==> config.mk <==
export PLATFORM = sky130hd
export DESIGN_NAME = fwsrs_cell
export DESIGN_NICKNAME = d
export VERILOG_FILES = /design/src/rtl/fwsrs_pkg.sv /design/src/rtl/fwsrs_cell.sv
export SDC_FILE = /design/constraint.sdc
export NUM_CORES = 1
export LEC_CHECK = 0
export BUFFER_PORTS_ARGS = -buffer_cell sky130_fd_sc_hd__buf_2
export CAP_MARGIN = 30
export CORE_UTILIZATION = 38
export CTS_BUF_LIST = sky130_fd_sc_hd__clkbuf_16
export DETAILED_ROUTE_END_ITERATION = 12
export GPL_ROUTABILITY_DRIVEN = 0
export PLACE_DENSITY_LB_ADDON = 0.25
export SYNTH_ARGS = -nofsm -noshare
export SYNTH_HDL_FRONTEND = slang
export SYNTH_SLANG_ARGS = --single-unit
==> constraint.sdc <==
create_clock -name clk -period 1.1 [get_ports clk]
set_input_delay 0.055 -clock clk [delete_from_list [all_inputs] [get_ports clk]]
set_output_delay 0.055 -clock clk [all_outputs]
set_load 0.03 [all_outputs]
==> src/rtl/fwsrs_pkg.sv <==
// package for the fixed width string row sorter
// holds default sizes, sequencer states and the cell control struct; no dependencies
`default_nettype none
package fwsrs_pkg;

  localparam int ROWS_DEF = 32;
  localparam int COLS_DEF = 32;

  typedef enum logic [3:0] {
    ST_IDLE,
    ST_RESTART,
    ST_LOAD,
    ST_RD,
    ST_RD_OUT,
    ST_S_NEXT,
    ST_S_SETUP,
    ST_S_ISSUE,
    ST_S_CMP,
    ST_S_PLACE
  } state_t;

  typedef struct packed {
    logic init;
    logic ld_left;
    logic ld_cur;
    logic ld_len;
  } cell_ctrl_t;

endpackage
`default_nettype wire

==> src/rtl/fwsrs_cell.sv <==
// one rank cell of the sort chain: holds a row id and its length
// uses fwsrs_pkg for the control struct
`default_nettype none
module fwsrs_cell #(
  parameter int RW  = 5,
  parameter int LW  = 6,
  parameter int IDX = 0
) (
  input  wire logic                   clk,
  input  wire logic                   rst_n,
  input  wire fwsrs_pkg::cell_ctrl_t  ctrl,
  input  wire logic [RW-1:0]          left_id,
  input  wire logic [LW-1:0]          left_len,
  input  wire logic [RW-1:0]          cur_id,
  input  wire logic [LW-1:0]          cur_len,
  input  wire logic [LW-1:0]          wr_len,
  output logic      [RW-1:0]          id,
  output logic      [LW-1:0]          len
);
  import fwsrs_pkg::*;

  logic [RW-1:0] id_r, id_nxt;
  logic [LW-1:0] len_r, len_nxt;

  always_comb begin
    id_nxt  = id_r;
    len_nxt = len_r;
    if (ctrl.init) begin
      id_nxt  = RW'(IDX);
      len_nxt = '0;
    end else if (ctrl.ld_left) begin
      // take the neighbour's entry as it moves up one rank
      id_nxt  = left_id;
      len_nxt = left_len;
    end else if (ctrl.ld_cur) begin
      id_nxt  = cur_id;
      len_nxt = cur_len;
    end else if (ctrl.ld_len) begin
      len_nxt = wr_len;
    end
  end

  always_ff @(posedge clk) begin
    if (!rst_n) begin
      id_r  <= RW'(IDX);
      len_r <= '0;
    end else begin
      id_r  <= id_nxt;
      len_r <= len_nxt;
    end
  end

  assign id  = id_r;
  assign len = len_r;

endmodule
`default_nettype wire

==> results.ini <==
[grt]
grt_start_max_net_pins = 20
number_of_antenna_violations_at_the_first_check_in_global_routing = 0
first_pass_grt_wire_length_mm = 2.35
globalRouteOverflowTotal = 0
grt_pass1_vias = 603
groute.usage.overall_pct = 17.3

[clocking]
cts_buf_count = 3
ctsLongestPathBuffers = 2
postCtsResizedCells = 0
clkTransAtPathRegs_ns = 0.04
postCtsSetupRepairBufs = 0
clock_sink_count = 11
worstSkewPairLatency_ns = 0.23
cts.htree.levels = 1
ctsHoldBuffers = 0
clock_tree.root_cell = sky130_fd_sc_hd__clkbuf_16
tritoncts = done

[floorplanning]
die-width_um = 42.3
io_pins = 45
die_y_um = 42.3
fp.coreArea_um2 = 1510
floorplan.rows = 14
initial_core_util_pct = 40.9
fp.dieArea_um2 = 1790

[worst_setup_path]
crit_required_ns = 1.22
reg2reg_setup_slack_ns = 0.26
regToRegStartpoint = id[4]
reg2reg_depth = 3
r2r_end = id[4]
timing.critical_path.arrival_ns = 1.00
critical_path_class = input port to register
critPathLaunchType = input port
critical_path.endpoint_type = register
crit_fanout = 19

[job]
timing.max_cap.violations = 0

[route]
wire_length_reported_by_the_detailed_router_mm = 1.40
drt.antenna.violating_nets = 0
drt-vias-per-instance = 5.07
dr_iter_0_viols = 4
drt_pre_antenna_iters = 4
wire_per_inst_um = 11.6
post-route-drc-count = 0
dr_total_vias = 614

[layout]
multi_input_comb_area_um2 = 350
area_delta_synth_final_pct = 48.2
insertedDiodeCount = 0
drive_above_1_share_pct = 54.3
fin_nets = 140
seq_area_um2 = 220
layout.cells.most_common_list = sky130_fd_sc_hd__buf_2 (44), sky130_fd_sc_hd__dfxtp_1 (11), sky130_fd_sc_hd__nand2b_1 (7)
fillCellCount = 141
final_core_util_pct = 60.5
layout.cells.most_common = sky130_fd_sc_hd__buf_2
layout.cells.non_filler = 121

[pwr]
cellLeakagePower_nw = 0.467
vdd.ir_drop.worst_mv = 0.726
pwr_dens_nw_per_um2 = 1420

[sta]
maxSlewViolCount = 0
setup_violations = 0
report.final.hold_viol_count = 0
max-slew-margin-rel_pct = 73.6
worst_clock_skew_ns = 0
worst_slew_pin_slew_ns = 0.393
setup_slack_ns = 0.220
rsz_0062_raised_after_global_routing = false
layout_worst_path_cycle_share_pct = 80.0
period_minus_slack_ns = 0.880
max_freq_ghz = 1.14

[synthesis]
top_post_synthesis_cells_by_area = sky130_fd_sc_hd__dfxtp_1 (36%), sky130_fd_sc_hd__a32o_1 (9.8%), sky130_fd_sc_hd__mux2_2 (9.1%)
ys_ff_latch = 11
synth.net_count = 92
yosysSeqAreaShare_pct = 35.8
netlist_instances = 58
cell_area_after_synthesis_um2 = 616
postSynthAreaPerCell_um2 = 10.6
post-synth-top-area-cell = sky130_fd_sc_hd__dfxtp_1
yosysWarningCount = 0
yosys.cell_types.count = 14
synth.top_cell.area_share_pct = 35.8

[worst_hold_path]
worstHoldStart = left_id[3]
hold_crit_class = input port to register
hold-path-cell-count = 3
worst_hold_path.endpoint = id[3]

[status]
run_status = finished, final reports clean

[place]
dp.cells = 117
hpwl_mm = 1.09
worst_setup_slack_before_clock_tree_synthesis_ns = -0.0232
buffer_ports.inserted = 44

[cell type report]
cell class	instances	area share, %
Clock buffer	3	8.23
Clock inverter	1	0.412
Timing Repair Buffer	47	26.6
Sequential cell	11	24.1
Tap cell	16	2.19
Multi-Input combinational cell	43	38.4
[critical path, stage by stage]
cell and delay [ns]:
sky130_fd_sc_hd__buf_2 0.32, sky130_fd_sc_hd__nor2b_1 0.10, sky130_fd_sc_hd__a211o_2 0.31, sky130_fd_sc_hd__a32o_1 0.21
[how the worst max path moves through the flow]
stage                       start      to  slack, ns  cells after the start
final                     ctrl[1]  len[0]       0.22                      4
after global routing      ctrl[1]  len[3]       0.14                      4
after CTS                 ctrl[1]  len[0]       0.21                      4
after detailed placement  ctrl[1]  len[0]      -0.02                      4
after global placement    ctrl[1]  len[3]       0.01                      4
after floorplan             id[0]   id[0]       0.15                      3
[routing by layer]
metal / global-route usage, % / part of all wire [%]
met2: 29.2 / 48
met1: 21.4 / 44
met5: 0 / 0
met3: 4.31 / 7.2
met4: 5.63 / 0.86
[sequential cells by signal, summed over array words and instances (netlist names)]
register  count
id            5
len           6
[Yosys cell counts (all sizes together)]
cell type / number
nor4: 1
mux2i: 5
a211o: 6
nor2: 6
buf: 4
dfxtp: 11
nand2b: 7
mux2: 5
nor3: 1
a32o: 6
nor2b: 6
[kinds of logic (layout without fill, tap and decap cells)]
| family | after synthesis | count (layout) | synth area share [%] |
|---|---|---|---|
| and+or+nand+nor | 21 | 21 | 21.1 |
| DFF | 11 | 11 | 35.8 |
| AOI/OAI and AO/OA | 12 | 12 | 18.5 |
| buffers and inverters | 4 | 51 | 7.32 |
| muxes | 10 | 10 | 17.3 |
[power breakdown]
group	switching, mW	leakage [nW]	internal [mW]
clock network	0.155	0.0423	0.475
registers	0.00871	0.0902	0.421
logic	0.117	0.335	0.116
[per-stage QoR]
step	TNS (ns)	cell area, um^2	power (mW)	hold slack, ns
2_1_floorplan	0	616	0.589	0.202
3_3_place_gp	0	833	0.666	0.287
3_5_place_dp	-0.119	833	0.671	0.300
4_1_cts	0	912	1.31	0.0617
5_1_grt	0	912	1.37	0.0646
6_report	0	912	1.29	0.0603
Power figures use the tool's default switching activity.
